**src/rtl/core/sensor_curve_pwm_with_hysteresis_macros.svh**
```systemverilog
// Assertion macros shared by the sensor curve block.
`ifndef SENSOR_CURVE_PWM_WITH_HYSTERESIS_MACROS_SVH
`define SENSOR_CURVE_PWM_WITH_HYSTERESIS_MACROS_SVH

// Check that cons holds in the same cycle as ante.
`define SCPWM_ASSERT_SAME(label, clk, rstn, ante, cons) \
    label: assert property (@(posedge clk) disable iff (!(rstn)) (ante) |-> (cons)) \
        else $error("scpwm assertion failed");

// Check that cons holds in the cycle after ante.
`define SCPWM_ASSERT_NEXT(label, clk, rstn, ante, cons) \
    label: assert property (@(posedge clk) disable iff (!(rstn)) (ante) |=> (cons)) \
        else $error("scpwm assertion failed");

`endif

```
**src/rtl/core/scpwm_pkg.sv**
```systemverilog
// Shared constants, curve tables and controller interface types for the sensor curve block.
`timescale 1ns / 1ps
`default_nettype none

package scpwm_pkg;

    localparam int SAMPLE_W       = 12;
    localparam int DUTY_W         = 10;
    localparam int TABLE_LEN      = 8;
    localparam int IDX_W          = $clog2(TABLE_LEN);
    localparam int NUM_POINTS_DEF = 8;
    localparam int NUM_W          = SAMPLE_W + DUTY_W;
    localparam int DIV_STEPS      = DUTY_W;
    localparam int S_TDATA_W      = 16;
    localparam int M_TDATA_W      = 16;
    localparam int CFG_ADDR_W     = 1;
    localparam int CFG_DATA_W     = DUTY_W;

    // Register indexes
    localparam logic [CFG_ADDR_W-1:0] REG_FULL_ON  = 1'b0;
    localparam logic [CFG_ADDR_W-1:0] REG_FULL_OFF = 1'b1;

    localparam logic [DUTY_W-1:0] FULL_ON_RST  = 10'd0;
    localparam logic [DUTY_W-1:0] FULL_OFF_RST = 10'd3;

    // Breakpoint sample positions, rising
    function automatic logic [SAMPLE_W-1:0] curve_x(input logic [IDX_W-1:0] idx);
        logic [SAMPLE_W-1:0] v;
        unique case (idx)
            3'd0: v = 12'd1250;
            3'd1: v = 12'd1293;
            3'd2: v = 12'd1586;
            3'd3: v = 12'd1879;
            3'd4: v = 12'd2171;
            3'd5: v = 12'd2464;
            3'd6: v = 12'd2757;
            default: v = 12'd3500;
        endcase
        return v;
    endfunction

    // Breakpoint duties, falling
    function automatic logic [DUTY_W-1:0] curve_y(input logic [IDX_W-1:0] idx);
        logic [DUTY_W-1:0] v;
        unique case (idx)
            3'd0: v = 10'd1023;
            3'd1: v = 10'd877;
            3'd2: v = 10'd731;
            3'd3: v = 10'd585;
            3'd4: v = 10'd438;
            3'd5: v = 10'd292;
            3'd6: v = 10'd146;
            default: v = 10'd0;
        endcase
        return v;
    endfunction

    // Commands from controller to datapath
    typedef struct packed {
        logic load;
        logic seg;
        logic mul0;
        logic mul1;
        logic div_step;
        logic finish;
    } dp_cmd_t;

    // Status from datapath to controller
    typedef struct packed {
        logic              direct;
        logic              out_busy;
        logic [DUTY_W-1:0] on_level;
        logic [DUTY_W-1:0] off_level;
    } dp_status_t;

endpackage

`default_nettype wire

```
**src/rtl/core/scpwm_datapath.sv**
```systemverilog
// Segment select, multiply, restoring divide, hysteresis flag and output register.
`timescale 1ns / 1ps
`default_nettype none

module scpwm_datapath #(
    parameter int NUM_POINTS = scpwm_pkg::NUM_POINTS_DEF
) (
    input  wire                                    aclk,
    input  wire                                    aresetn,
    input  wire scpwm_pkg::dp_cmd_t                cmd,
    output scpwm_pkg::dp_status_t                  status,
    input  wire [scpwm_pkg::SAMPLE_W-1:0]          sample_in,
    input  wire                                    cfg_wr_en,
    input  wire [scpwm_pkg::CFG_ADDR_W-1:0]        cfg_wr_addr,
    input  wire [scpwm_pkg::CFG_DATA_W-1:0]        cfg_wr_data,
    input  wire                                    m_tready,
    output logic                                   m_tvalid,
    output logic [scpwm_pkg::DUTY_W-1:0]           duty_out,
    output logic                                   flag_out
);

    localparam int NPTS = (NUM_POINTS > scpwm_pkg::TABLE_LEN) ? scpwm_pkg::TABLE_LEN :
                          ((NUM_POINTS < 2) ? 2 : NUM_POINTS);
    localparam logic [scpwm_pkg::IDX_W-1:0] IDX_LAST = scpwm_pkg::IDX_W'(NPTS - 1);
    localparam int SW = scpwm_pkg::SAMPLE_W;
    localparam int DW = scpwm_pkg::DUTY_W;
    localparam int NW = scpwm_pkg::NUM_W;

    logic [SW-1:0] x_reg, x_next;
    logic [SW-1:0] x0_reg, x0_next, x1_reg, x1_next;
    logic [DW-1:0] y0_reg, y0_next, y1_reg, y1_next;
    logic [NW-1:0] num_reg, num_next, dvs_reg, dvs_next;
    logic [DW-1:0] q_reg, q_next;
    logic [DW-1:0] on_reg, off_reg;
    logic          flag_reg, flag_next;
    logic          valid_reg, valid_next;
    logic [DW-1:0] duty_reg, duty_next;

    logic [scpwm_pkg::IDX_W-1:0] pos;
    logic [SW-1:0]               bx0, bx1;
    logic                        direct;
    logic [DW-1:0]               direct_val;
    logic [NW-1:0]               prod;

    // Find segment: count inner breakpoints strictly below the sample
    always_comb begin
        pos = scpwm_pkg::IDX_W'(1);
        for (int i = 1; i < NPTS - 1; i++) begin
            if (x_reg > scpwm_pkg::curve_x(scpwm_pkg::IDX_W'(i))) begin
                pos = pos + scpwm_pkg::IDX_W'(1);
            end
        end
        bx0 = scpwm_pkg::curve_x(pos - scpwm_pkg::IDX_W'(1));
        bx1 = scpwm_pkg::curve_x(pos);
    end

    // Clamp ends, exact breakpoint hits and flat segments bypass the divider
    always_comb begin
        direct     = 1'b0;
        direct_val = scpwm_pkg::curve_y(pos);
        if (x_reg <= scpwm_pkg::curve_x('0)) begin
            direct     = 1'b1;
            direct_val = scpwm_pkg::curve_y('0);
        end else if (x_reg >= scpwm_pkg::curve_x(IDX_LAST)) begin
            direct     = 1'b1;
            direct_val = scpwm_pkg::curve_y(IDX_LAST);
        end else if (x_reg == bx1 || bx1 <= bx0) begin
            direct     = 1'b1;
        end
    end

    // One multiplier, shared by both weight products
    always_comb begin
        if (cmd.mul0) begin
            prod = NW'(y0_reg) * NW'(x1_reg - x_reg);
        end else begin
            prod = NW'(y1_reg) * NW'(x_reg - x0_reg);
        end
    end

    // Datapath next values
    always_comb begin
        x_next    = x_reg;
        x0_next   = x0_reg;
        x1_next   = x1_reg;
        y0_next   = y0_reg;
        y1_next   = y1_reg;
        num_next  = num_reg;
        dvs_next  = dvs_reg;
        q_next    = q_reg;
        if (cmd.load) begin
            x_next = sample_in;
        end
        if (cmd.seg) begin
            x0_next = bx0;
            x1_next = bx1;
            y0_next = scpwm_pkg::curve_y(pos - scpwm_pkg::IDX_W'(1));
            y1_next = scpwm_pkg::curve_y(pos);
            q_next  = direct_val;
        end
        if (cmd.mul0) begin
            num_next = prod;
            dvs_next = NW'(x1_reg - x0_reg) << (DW - 1);
        end
        if (cmd.mul1) begin
            num_next = num_reg + prod;
        end
        // One quotient bit per step, divisor walks right
        if (cmd.div_step) begin
            if (num_reg >= dvs_reg) begin
                num_next = num_reg - dvs_reg;
                q_next   = {q_reg[DW-2:0], 1'b1};
            end else begin
                q_next   = {q_reg[DW-2:0], 1'b0};
            end
            dvs_next = dvs_reg >> 1;
        end
    end

    // Hysteresis: clear wins over set
    always_comb begin
        flag_next = flag_reg;
        if (cmd.finish) begin
            if (q_reg > off_reg) begin
                flag_next = 1'b0;
            end else if (q_reg <= on_reg) begin
                flag_next = 1'b1;
            end
        end
    end

    // Output register
    always_comb begin
        valid_next = valid_reg;
        duty_next  = duty_reg;
        if (cmd.finish) begin
            valid_next = 1'b1;
            duty_next  = q_reg;
        end else if (m_tready) begin
            valid_next = 1'b0;
        end
    end

    always_ff @(posedge aclk) begin
        x_reg    <= x_next;
        x0_reg   <= x0_next;
        x1_reg   <= x1_next;
        y0_reg   <= y0_next;
        y1_reg   <= y1_next;
        num_reg  <= num_next;
        dvs_reg  <= dvs_next;
        q_reg    <= q_next;
        duty_reg <= duty_next;
    end

    always_ff @(posedge aclk) begin
        if (!aresetn) begin
            flag_reg  <= 1'b0;
            valid_reg <= 1'b0;
        end else begin
            flag_reg  <= flag_next;
            valid_reg <= valid_next;
        end
    end

    // Configuration writes
    always_ff @(posedge aclk) begin
        if (!aresetn) begin
            on_reg  <= scpwm_pkg::FULL_ON_RST;
            off_reg <= scpwm_pkg::FULL_OFF_RST;
        end else if (cfg_wr_en) begin
            unique case (cfg_wr_addr)
                scpwm_pkg::REG_FULL_ON:  on_reg  <= cfg_wr_data;
                scpwm_pkg::REG_FULL_OFF: off_reg <= cfg_wr_data;
                default: ;
            endcase
        end
    end

    assign status.direct    = direct;
    assign status.out_busy  = valid_reg & ~m_tready;
    assign status.on_level  = on_reg;
    assign status.off_level = off_reg;
    assign m_tvalid         = valid_reg;
    assign duty_out         = duty_reg;
    assign flag_out         = flag_reg;

endmodule

`default_nettype wire

```
**src/rtl/core/scpwm_ctrl.sv**
```systemverilog
// Per-sample FSM: segment, two products and divide unless direct, then finish.
`timescale 1ns / 1ps
`default_nettype none

module scpwm_ctrl (
    input  wire                          aclk,
    input  wire                          aresetn,
    input  wire                          s_tvalid,
    output logic                         s_tready,
    input  wire scpwm_pkg::dp_status_t   status,
    output scpwm_pkg::dp_cmd_t           cmd
);

    localparam int CNT_W = $clog2(scpwm_pkg::DIV_STEPS);
    localparam logic [CNT_W-1:0] CNT_LAST = CNT_W'(scpwm_pkg::DIV_STEPS - 1);

    typedef enum logic [5:0] {
        ST_IDLE = 6'b000001,
        ST_SEG  = 6'b000010,
        ST_MUL0 = 6'b000100,
        ST_MUL1 = 6'b001000,
        ST_DIV  = 6'b010000,
        ST_FIN  = 6'b100000
    } state_t;

    state_t           state_reg, state_next;
    logic [CNT_W-1:0] cnt_reg, cnt_next;

    // Next state and commands
    always_comb begin
        state_next = state_reg;
        cnt_next   = cnt_reg;
        cmd        = '0;
        s_tready   = 1'b0;
        unique case (state_reg)
            ST_IDLE: begin
                s_tready = 1'b1;
                if (s_tvalid) begin
                    cmd.load   = 1'b1;
                    state_next = ST_SEG;
                end
            end
            ST_SEG: begin
                cmd.seg    = 1'b1;
                state_next = status.direct ? ST_FIN : ST_MUL0;
            end
            ST_MUL0: begin
                cmd.mul0   = 1'b1;
                state_next = ST_MUL1;
            end
            ST_MUL1: begin
                cmd.mul1   = 1'b1;
                cnt_next   = '0;
                state_next = ST_DIV;
            end
            ST_DIV: begin
                cmd.div_step = 1'b1;
                cnt_next     = cnt_reg + CNT_W'(1);
                if (cnt_reg == CNT_LAST) begin
                    state_next = ST_FIN;
                end
            end
            ST_FIN: begin
                // Hold until the output register frees up
                if (!status.out_busy) begin
                    cmd.finish = 1'b1;
                    state_next = ST_IDLE;
                end
            end
            default: state_next = ST_IDLE;
        endcase
    end

    always_ff @(posedge aclk) begin
        if (!aresetn) begin
            state_reg <= ST_IDLE;
            cnt_reg   <= '0;
        end else begin
            state_reg <= state_next;
            cnt_reg   <= cnt_next;
        end
    end

endmodule

`default_nettype wire

```
**src/rtl/core/sensor_curve_pwm_with_hysteresis.sv**
```systemverilog
// After the input transaction a sample passes through the segment, product, 10-step divide and
// finish states, or from segment to finish on a clamp or breakpoint hit; one sample at a time.
// The shared multiplier serves both product states; a full output register stalls the finish step.
// Reset: aresetn synchronous, active low; clears the state machine, output valid, full-power
// flag, and sets full_on_level to 0 and full_off_level to 3.
`timescale 1ns / 1ps
`default_nettype none
`include "sensor_curve_pwm_with_hysteresis_macros.svh"

module sensor_curve_pwm_with_hysteresis #(
    parameter int NUM_POINTS = scpwm_pkg::NUM_POINTS_DEF
) (
    input  wire                                 aclk,
    input  wire                                 aresetn,
    input  wire                                 s_tvalid,
    output logic                                s_tready,
    input  wire [scpwm_pkg::S_TDATA_W-1:0]      s_tdata,    // [11:0] hall_sample
    output logic                                m_tvalid,
    input  wire                                 m_tready,
    output logic [scpwm_pkg::M_TDATA_W-1:0]     m_tdata,    // [9:0] pwm_duty, [10] full_power
    input  wire                                 cfg_wr_en,
    input  wire [scpwm_pkg::CFG_ADDR_W-1:0]     cfg_wr_addr,
    input  wire [scpwm_pkg::CFG_DATA_W-1:0]     cfg_wr_data
);

    scpwm_pkg::dp_cmd_t              cmd;
    scpwm_pkg::dp_status_t           status;
    logic [scpwm_pkg::DUTY_W-1:0]    duty_out;
    logic                            flag_out;

    scpwm_ctrl u_ctrl (
        .aclk     (aclk),
        .aresetn  (aresetn),
        .s_tvalid (s_tvalid),
        .s_tready (s_tready),
        .status   (status),
        .cmd      (cmd)
    );

    scpwm_datapath #(
        .NUM_POINTS (NUM_POINTS)
    ) u_datapath (
        .aclk        (aclk),
        .aresetn     (aresetn),
        .cmd         (cmd),
        .status      (status),
        .sample_in   (s_tdata[scpwm_pkg::SAMPLE_W-1:0]),
        .cfg_wr_en   (cfg_wr_en),
        .cfg_wr_addr (cfg_wr_addr),
        .cfg_wr_data (cfg_wr_data),
        .m_tready    (m_tready),
        .m_tvalid    (m_tvalid),
        .duty_out    (duty_out),
        .flag_out    (flag_out)
    );

    // Pack result: duty low, flag above, zero fill
    assign m_tdata = {{(scpwm_pkg::M_TDATA_W - scpwm_pkg::DUTY_W - 1){1'b0}}, flag_out, duty_out};

    // One sample in flight: no second accept right after a transaction
    `SCPWM_ASSERT_NEXT(a_one_in_flight, aclk, aresetn, s_tvalid && s_tready, !s_tready)
    // Duty above the off level must show full power off
    `SCPWM_ASSERT_SAME(a_flag_clear, aclk, aresetn, m_tvalid && (duty_out > status.off_level),
        !flag_out)
    // Duty at or below both levels must show full power on
    `SCPWM_ASSERT_SAME(a_flag_set, aclk, aresetn,
        m_tvalid && (duty_out <= status.on_level) && (duty_out <= status.off_level), flag_out)

endmodule

`default_nettype wire
```
**config.mk**
```make
export PLATFORM = sky130hd
export DESIGN_NAME = sensor_curve_pwm_with_hysteresis
export DESIGN_NICKNAME = d
export VERILOG_FILES = /design/src/rtl/core/scpwm_pkg.sv /design/src/rtl/core/scpwm_datapath.sv /design/src/rtl/core/scpwm_ctrl.sv /design/src/rtl/core/sensor_curve_pwm_with_hysteresis.sv
export VERILOG_INCLUDE_DIRS = /design/src /design/src/rtl/core
export SDC_FILE = /design/constraint.sdc
export NUM_CORES = 1
export LEC_CHECK = 0
export BUFFER_PORTS_ARGS = -buffer_cell sky130_fd_sc_hd__buf_2
export CAP_MARGIN = 20
export CORE_ASPECT_RATIO = 0.9
export CORE_MARGIN = 3
export CORE_UTILIZATION = 45
export DETAILED_ROUTE_END_ITERATION = 12
export PLACE_DENSITY = 0.72
export SLEW_MARGIN = 5
export SYNTH_ARGS = -nofsm -noshare
export SYNTH_HDL_FRONTEND = slang
export SYNTH_SLANG_ARGS = --single-unit
```
**constraint.sdc**
```tcl
create_clock -name aclk -period 9.7 [get_ports aclk]
set_input_delay 1.455 -clock aclk [delete_from_list [all_inputs] [get_ports aclk]]
set_output_delay 1.455 -clock aclk [all_outputs]
set_load 0.05 [all_outputs]
```
# Yosys cells after proc, flatten, opt, wreduce, memory -nomap -nowiden
# Cells that the tools add are included.
[word_totals]
elab_cells = 124
output_inout_bits = 18
reg_bits = 152
[classes]
n_addsub = 12
n_mul = 2
n_lt_le_gt_ge = 12
reduce_logical = 12
n_eq_ne = 23
mux = 44
bitwise = 3
[ops]
columns = ["op", "n"]
rows = [
  ["case mux 12 bit (7 select lines)", 2],
  ["case mux 10 bit (7 select lines)", 2],
  ["2-to-1 mux 22 bit", 5],
  ["multiplier 10 x 22 -> 22 bit", 2],
  ["2-to-1 mux 21 bit", 2],
  ["2-to-1 mux 10 bit", 4],
  ["subtractor 12 x 12 -> 13 bit", 3],
  ["greater-than comparator 12 x 11 -> 1 bit, second input constant", 3],
  ["greater-than comparator 12 bit, second input constant", 3],
  ["case mux 6 bit (6 select lines)", 1],
  ["2-to-1 mux 6 bit", 4],
  ["adder 22 bit", 1],
  [">= comparator 22 bit", 1],
  ["subtractor 22 bit", 1],
  ["== test 3 bit, second input constant", 6],
  ["2-to-1 mux 1 bit", 17],
  ["2-to-1 mux 3 bit", 5],
  ["adder 3 x 1 -> 3 bit, second input constant", 4],
  ["== test 12 bit", 1],
  ["== test 3 x 2 -> 1 bit, second input constant", 4],
  [">= comparator 12 bit, second input constant", 1],
  ["<= comparator 12 x 11 -> 1 bit, second input constant", 1],
  ["<= comparator 12 bit", 1],
  ["greater-than comparator 10 bit", 1],
  ["23 further kinds", 33],
]

# Longest topological paths before layout
[depth]
word_depth = 22
mapped_depth = 40

# By module
# From an unflattened synthesis, not the netlist that was laid out.
[hier_totals]
cells_unflattened = 2190
hier_area_um2 = 19302.3
[by_module_without_submodules]
columns = ["mod", "area_per_inst_um2", "cells_per_inst", "n_inst"]
rows = [
  ["scpwm_datapath", 18636.6, 2119, 1],
  ["scpwm_ctrl", 616.8, 64, 1],
  ["sensor_curve_pwm_with_hysteresis", 48.8, 7, 1],
]

# Least setup slack after synthesis
# No wires, ideal clock.
[synth_timing]
kind = "flip-flop to flip-flop"
from = "register u_datapath.x_reg[1]"
to = "register u_datapath.num_reg[21]"
path_stages_with_launch = 36
setup_time_ns = 0.074
arrival_time_ns = 8.534
path_slack_ns = 1.091
cell_sequence = "edfxtp_1 > ha_1 > nor2b_1 > o21ai_0 > a21boi_0 > o21ai_0 > a21boi_0 > o21ai_0 > a21boi_1 > o21a_1 > o41ai_2 > mux2i_1 > fa_1 > fa_1 > fa_1 > fa_1 > inv_1 > fa_1 > inv_1 > ha_1 > and2_1 > a211oi_1 > o21ai_0 > a21o_1 > a21oi_1 > xor2_1 > o21ai_0 > ha_1 > inv_1 > nor3_1 > a221oi_1 > o311ai_0 > nor2b_1 > mux2i_1 > a21o_1 > a31oi_1"
[synth_between]
elab_chain_len = 7
word_cells_on_any_way = 10
[synth_lines]
columns = ["element", "line_no", "rtl"]
rows = [
  ["start: declaration", "scpwm_datapath.sv:29", "logic [SW-1:0] x_reg, x_next;"],
  ["start signal: assignment", "scpwm_datapath.sv:145", "x_reg <= x_next;"],
  ["subtractor 12 x 12 -> 13 bit, on equally long branches", "scpwm_datapath.sv:77, scpwm_datapath.sv:75", ""],
  ["multiplier 10 x 22 -> 22 bit, on equally long branches", "scpwm_datapath.sv:77, scpwm_datapath.sv:75", ""],
  ["2-to-1 mux 22 bit *", "scpwm_datapath.sv:74", "if (cmd.mul0) begin"],
  ["adder 22 bit / 2-to-1 mux 22 bit (equally long branches)", "scpwm_datapath.sv:106, scpwm_datapath.sv:101", ""],
  ["2-to-1 mux 22 bit *", "scpwm_datapath.sv:105", "if (cmd.mul1) begin"],
  ["2-to-1 mux 22 bit", "scpwm_datapath.sv:110", "if (num_reg >= dvs_reg) begin"],
  ["2-to-1 mux 22 bit *", "scpwm_datapath.sv:109", "if (cmd.div_step) begin"],
  ["named net u_datapath.num_next[21]", "scpwm_datapath.sv:32", "logic [NW-1:0] num_reg, num_next, dvs_reg, dvs_next;"],
  ["end signal: assignment", "scpwm_datapath.sv:150", "num_reg <= num_next;"],
  ["end: declaration", "scpwm_datapath.sv:32", ""],
]
# Mark *: on every way through the listed nets, which the timed path passes. The rest lies on a longest branch.
# A chain may end at the register's enable or synchronous reset.

# Final worst setup path
[layout_timing]
from = "register u_datapath.x_reg[0]"
to = "register u_datapath.num_reg[21]"
# Same word-level chain as after synthesis.

==> metrics.txt <==
# TYPE chip_impl_metric gauge
chip_impl_metric{name="drtAntennaViolNets",unit=""} 0
chip_impl_info{name="worst_setup_path_end_kind",value="flop"} 1
chip_impl_metric{name="synth_cell_types",unit=""} 84
chip_impl_metric{name="place.port_buffers",unit=""} 40
chip_impl_metric{name="pins_over_their_slew_limit",unit=""} 0
chip_impl_metric{name="clock_period_minus_worst_slack",unit="ns"} 9.30
chip_impl_metric{name="viasPerCell",unit=""} 5.49
chip_impl_info{name="outcome",value="completed"} 1
chip_impl_info{name="hp-class",value="reg -> reg"} 1
chip_impl_metric{name="first_global_vias",unit=""} 14600
chip_impl_metric{name="clock_skew",unit="ns"} 0.0100
chip_impl_metric{name="syn_area",unit="sq um"} 18000
chip_impl_metric{name="synth_enable_flop_cells",unit=""} 83
chip_impl_metric{name="fp.coreArea",unit="sq um"} 38900
chip_impl_metric{name="synth_top_area_share",unit="%"} 18.0
chip_impl_metric{name="synth-async-reset-ratio",unit="%"} 0
chip_impl_metric{name="number_of_buffers_inserted_by_hold_repair_at_cts",unit=""} 0
chip_impl_metric{name="postSynthRegisterBits",unit=""} 138
chip_impl_metric{name="first_pass_iters",unit=""} 5
chip_impl_metric{name="initial_utilization",unit="%"} 46.3
chip_impl_metric{name="largest_net_degree_at_the_start_of_global_routing",unit=""} 43
chip_impl_info{name="layout.cells.most_common_list",value="sky130_fd_sc_hd__inv_1 (362), sky130_fd_sc_hd__ha_1 (200), sky130_fd_sc_hd__nand2_1 (177)"} 1
chip_impl_metric{name="required",unit="ns"} 9.99
chip_impl_metric{name="grt_first_pass_wirelength",unit="um"} 74600
chip_impl_metric{name="n_fill_cell",unit=""} 3621
chip_impl_metric{name="post_synth_inst_count",unit=""} 2071
chip_impl_metric{name="critical_path_depth",unit=""} 37
chip_impl_metric{name="worstRegToRegCells",unit=""} 37
chip_impl_metric{name="die-area",unit="sq um"} 42400
chip_impl_info{name="worst_setup_path_start_kind",value="flop"} 1
chip_impl_metric{name="avgSynthCellArea",unit="sq um"} 8.69
chip_impl_metric{name="first_iter_violations",unit=""} 914
chip_impl_info{name="worst_path_most_repeated_cell",value="sky130_fd_sc_hd__fa_1"} 1
chip_impl_metric{name="clock_latency",unit="ns"} 0.43
chip_impl_metric{name="r2r_slack",unit="ns"} 0.40
chip_impl_metric{name="gr-total-overflow",unit=""} 0
chip_impl_metric{name="whs_path_depth",unit=""} 2
chip_impl_metric{name="numCtsBuffers",unit=""} 17
chip_impl_metric{name="fp.dieH",unit="um"} 196
chip_impl_metric{name="worstPathArrival",unit="ns"} 9.59
chip_impl_metric{name="finalHoldViolations",unit=""} 0
chip_impl_metric{name="seq_area_frac_synth",unit="%"} 20.0
chip_impl_metric{name="remaining_drc_errors",unit=""} 0
chip_impl_info{name="clk_root_buffer_cell",value="sky130_fd_sc_hd__clkbuf_16"} 1
chip_impl_metric{name="fin_tns_setup",unit="ns"} 0
chip_impl_metric{name="pin_count",unit=""} 50
chip_impl_metric{name="fmaxAchievable",unit="GHz"} 0.108
chip_impl_info{name="final_common_cell",value="sky130_fd_sc_hd__inv_1"} 1
chip_impl_info{name="timing.setup.critical_path_class",value="reg -> reg"} 1
chip_impl_metric{name="die-width",unit="um"} 217
chip_impl_info{name="ys.flop_type",value="sky130_fd_sc_hd__edfxtp_1"} 1
chip_impl_metric{name="finalWeightedCongestion",unit=""} 0.940
chip_impl_info{name="synth_top_cells_by_area",value="sky130_fd_sc_hd__fa_1 (18%), sky130_fd_sc_hd__ha_1 (14%), sky130_fd_sc_hd__edfxtp_1 (14%)"} 1
chip_impl_metric{name="routed-via-count",unit=""} 14500
chip_impl_metric{name="routed_wire_length_per_instance",unit="um"} 17.2
chip_impl_metric{name="timing.critical_path.fanout_max",unit=""} 9
chip_impl_info{name="synthDominantAreaCellType",value="sky130_fd_sc_hd__fa_1"} 1
chip_impl_metric{name="layout_worst_path_cycle_share",unit="%"} 95.9
chip_impl_metric{name="final_net_count",unit=""} 2504
chip_impl_metric{name="synth.yosys.warnings",unit=""} 0
chip_impl_metric{name="cts.clk_slew.worst_paths",unit="ns"} 0.06
chip_impl_metric{name="final_wirelength",unit="um"} 45500
chip_impl_metric{name="post-dp-hpwl",unit="um"} 37700
chip_impl_metric{name="cts-htree-levels",unit=""} 4
chip_impl_metric{name="cp_slowest_stage_delay",unit="ns"} 0.86
chip_impl_metric{name="floorplan.rows",unit=""} 68
chip_impl_metric{name="antenna_found_initial",unit=""} 1
chip_impl_metric{name="globalRouteTotalUtil",unit="%"} 21.7
chip_impl_info{name="tritoncts",value="yes"} 1
chip_impl_metric{name="area_growth",unit="%"} 8.28
chip_impl_metric{name="clkSinkCount",unit=""} 138
chip_impl_metric{name="timing.slew.headroom",unit="%"} 35.2
chip_impl_metric{name="setup_viol_count_final",unit=""} 0
chip_impl_metric{name="timing_worst_slew_pin_value",unit="ns"} 0.969
chip_impl_info{name="timing.critical_path.max_delay_family",value="adder cells"} 1
chip_impl_info{name="crit_path_top_delay_cell",value="sky130_fd_sc_hd__fa_1"} 1
chip_impl_metric{name="layout-drive-gt1-share",unit="%"} 6.97
chip_impl_metric{name="antenna_cells",unit=""} 0
chip_impl_metric{name="critical_path_buf_inv_count",unit=""} 7
chip_impl_metric{name="cap_violations",unit=""} 0
chip_impl_metric{name="cts_max_path_buffers",unit=""} 2
through the flow:
step | hold slack (ns) | util, % | setup WS (ns) | cell area [sq um] | cells
floorplan | 0.431 | - | 1.09 | 18000 | 2075
global placement | 0.452 | 48.5 | 0.161 | 18800 | 2614
detailed placement | 0.459 | 48.5 | 0.0584 | 18800 | 2614
CTS | 0.468 | 49.9 | 0.00767 | 19400 | 2646
global route | 0.499 | 50.1 | -0.000773 | 19500 | 2648
finish | 0.468 | 50.1 | 0.399 | 19500 | 2648
worst reg2reg max path, delay by kind of cell, from the launching register on:
family / cells / cell delay [ns]
AO/OA/AOI/OAI: 12 / 2.47
buffers and inverters: 7 / 0.75
flip-flops: 1 / 0.42
adder cells (fa/ha/maj): 9 / 3.83
multiplexers: 1 / 0.12
XOR/XNOR: 1 / 0.28
AND/OR/NAND/NOR: 7 / 1.29
per-layer routing:
layer	track usage, %	share of wire, %
met4	7.17	3.0
met2	35.7	46
met5	0	0
met3	2.49	5.0
met1	30.0	46
kinds of logic after synthesis:
kind of cell | count (synthesis) | synth area share [%]
AND/OR/NAND/NOR | 560 | 15.1
AO/OA/AOI/OAI | 445 | 16.2
buffers and inverters | 421 | 9.10
adder cells (fa/ha/maj) | 364 | 32.0
flip-flops | 138 | 20.0
XOR/XNOR | 118 | 6.08
multiplexers | 24 | 1.45
other | 1 | 0.0208
synthesized netlist by cell type (all sizes together), types with 9 or more instances:
| cell | n |
|---|---|
| nor2b | 40 |
| xnor2 | 81 |
| o21bai | 12 |
| nor2 | 115 |
| inv | 363 |
| o211ai | 29 |
| o21ai | 112 |
| and2 | 40 |
| nor3 | 29 |
| ha | 200 |
| clkbuf | 39 |
| mux2i | 18 |
| a21o | 40 |
| nor4 | 9 |
| dfxtp | 55 |
| xor2 | 37 |
| buf | 19 |
| a31oi | 22 |
| nand3b | 9 |
| or3 | 22 |
| a21oi | 91 |
| a211oi | 15 |
| and3 | 19 |
| fa | 162 |
| a21boi | 35 |
| nand3 | 47 |
| o21a | 29 |
| nand4 | 12 |
| nand2 | 177 |
| nand2b | 20 |
| edfxtp | 83 |
timing repair:
| action | in CTS | in global routing |
|---|---|---|
| setup endpoints to repair | 1 | 8 |
| pin swaps | 0 | 2 |
| gates resized for setup | 1 | 21 |
| buffers inserted | 0 | 2 |
final timing paths:
path	startpoint	endpoint
min	u_datapath.on_reg[7]$_SDFFE_PN0P_	u_datapath.on_reg[7]$_SDFFE_PN0P_
max reg2reg	u_datapath.x_reg[0]$_DFFE_PP_	u_datapath.num_reg[21]$_DFF_P_
max	u_datapath.x_reg[0]$_DFFE_PP_	u_datapath.num_reg[21]$_DFF_P_
min reg2reg	u_datapath.on_reg[7]$_SDFFE_PN0P_	u_datapath.on_reg[7]$_SDFFE_PN0P_
area by class of cell:
type / instances / area [sq um] / share of cell area, %
Timing Repair Buffer: 74 / 455 / 2.34
Clock buffer: 18 / 450 / 2.31
Clock inverter: 14 / 108 / 0.552
Tap cell: 525 / 657 / 3.37
Sequential cell: 138 / 3590 / 18.4
Multi-Input combinational cell: 1516 / 12800 / 66.0
Inverter: 363 / 1370 / 7.02
Power is left out: the tool's default activity adds up to more than one toggle a clock period on the data nets, which glitch-free logic cannot reach.
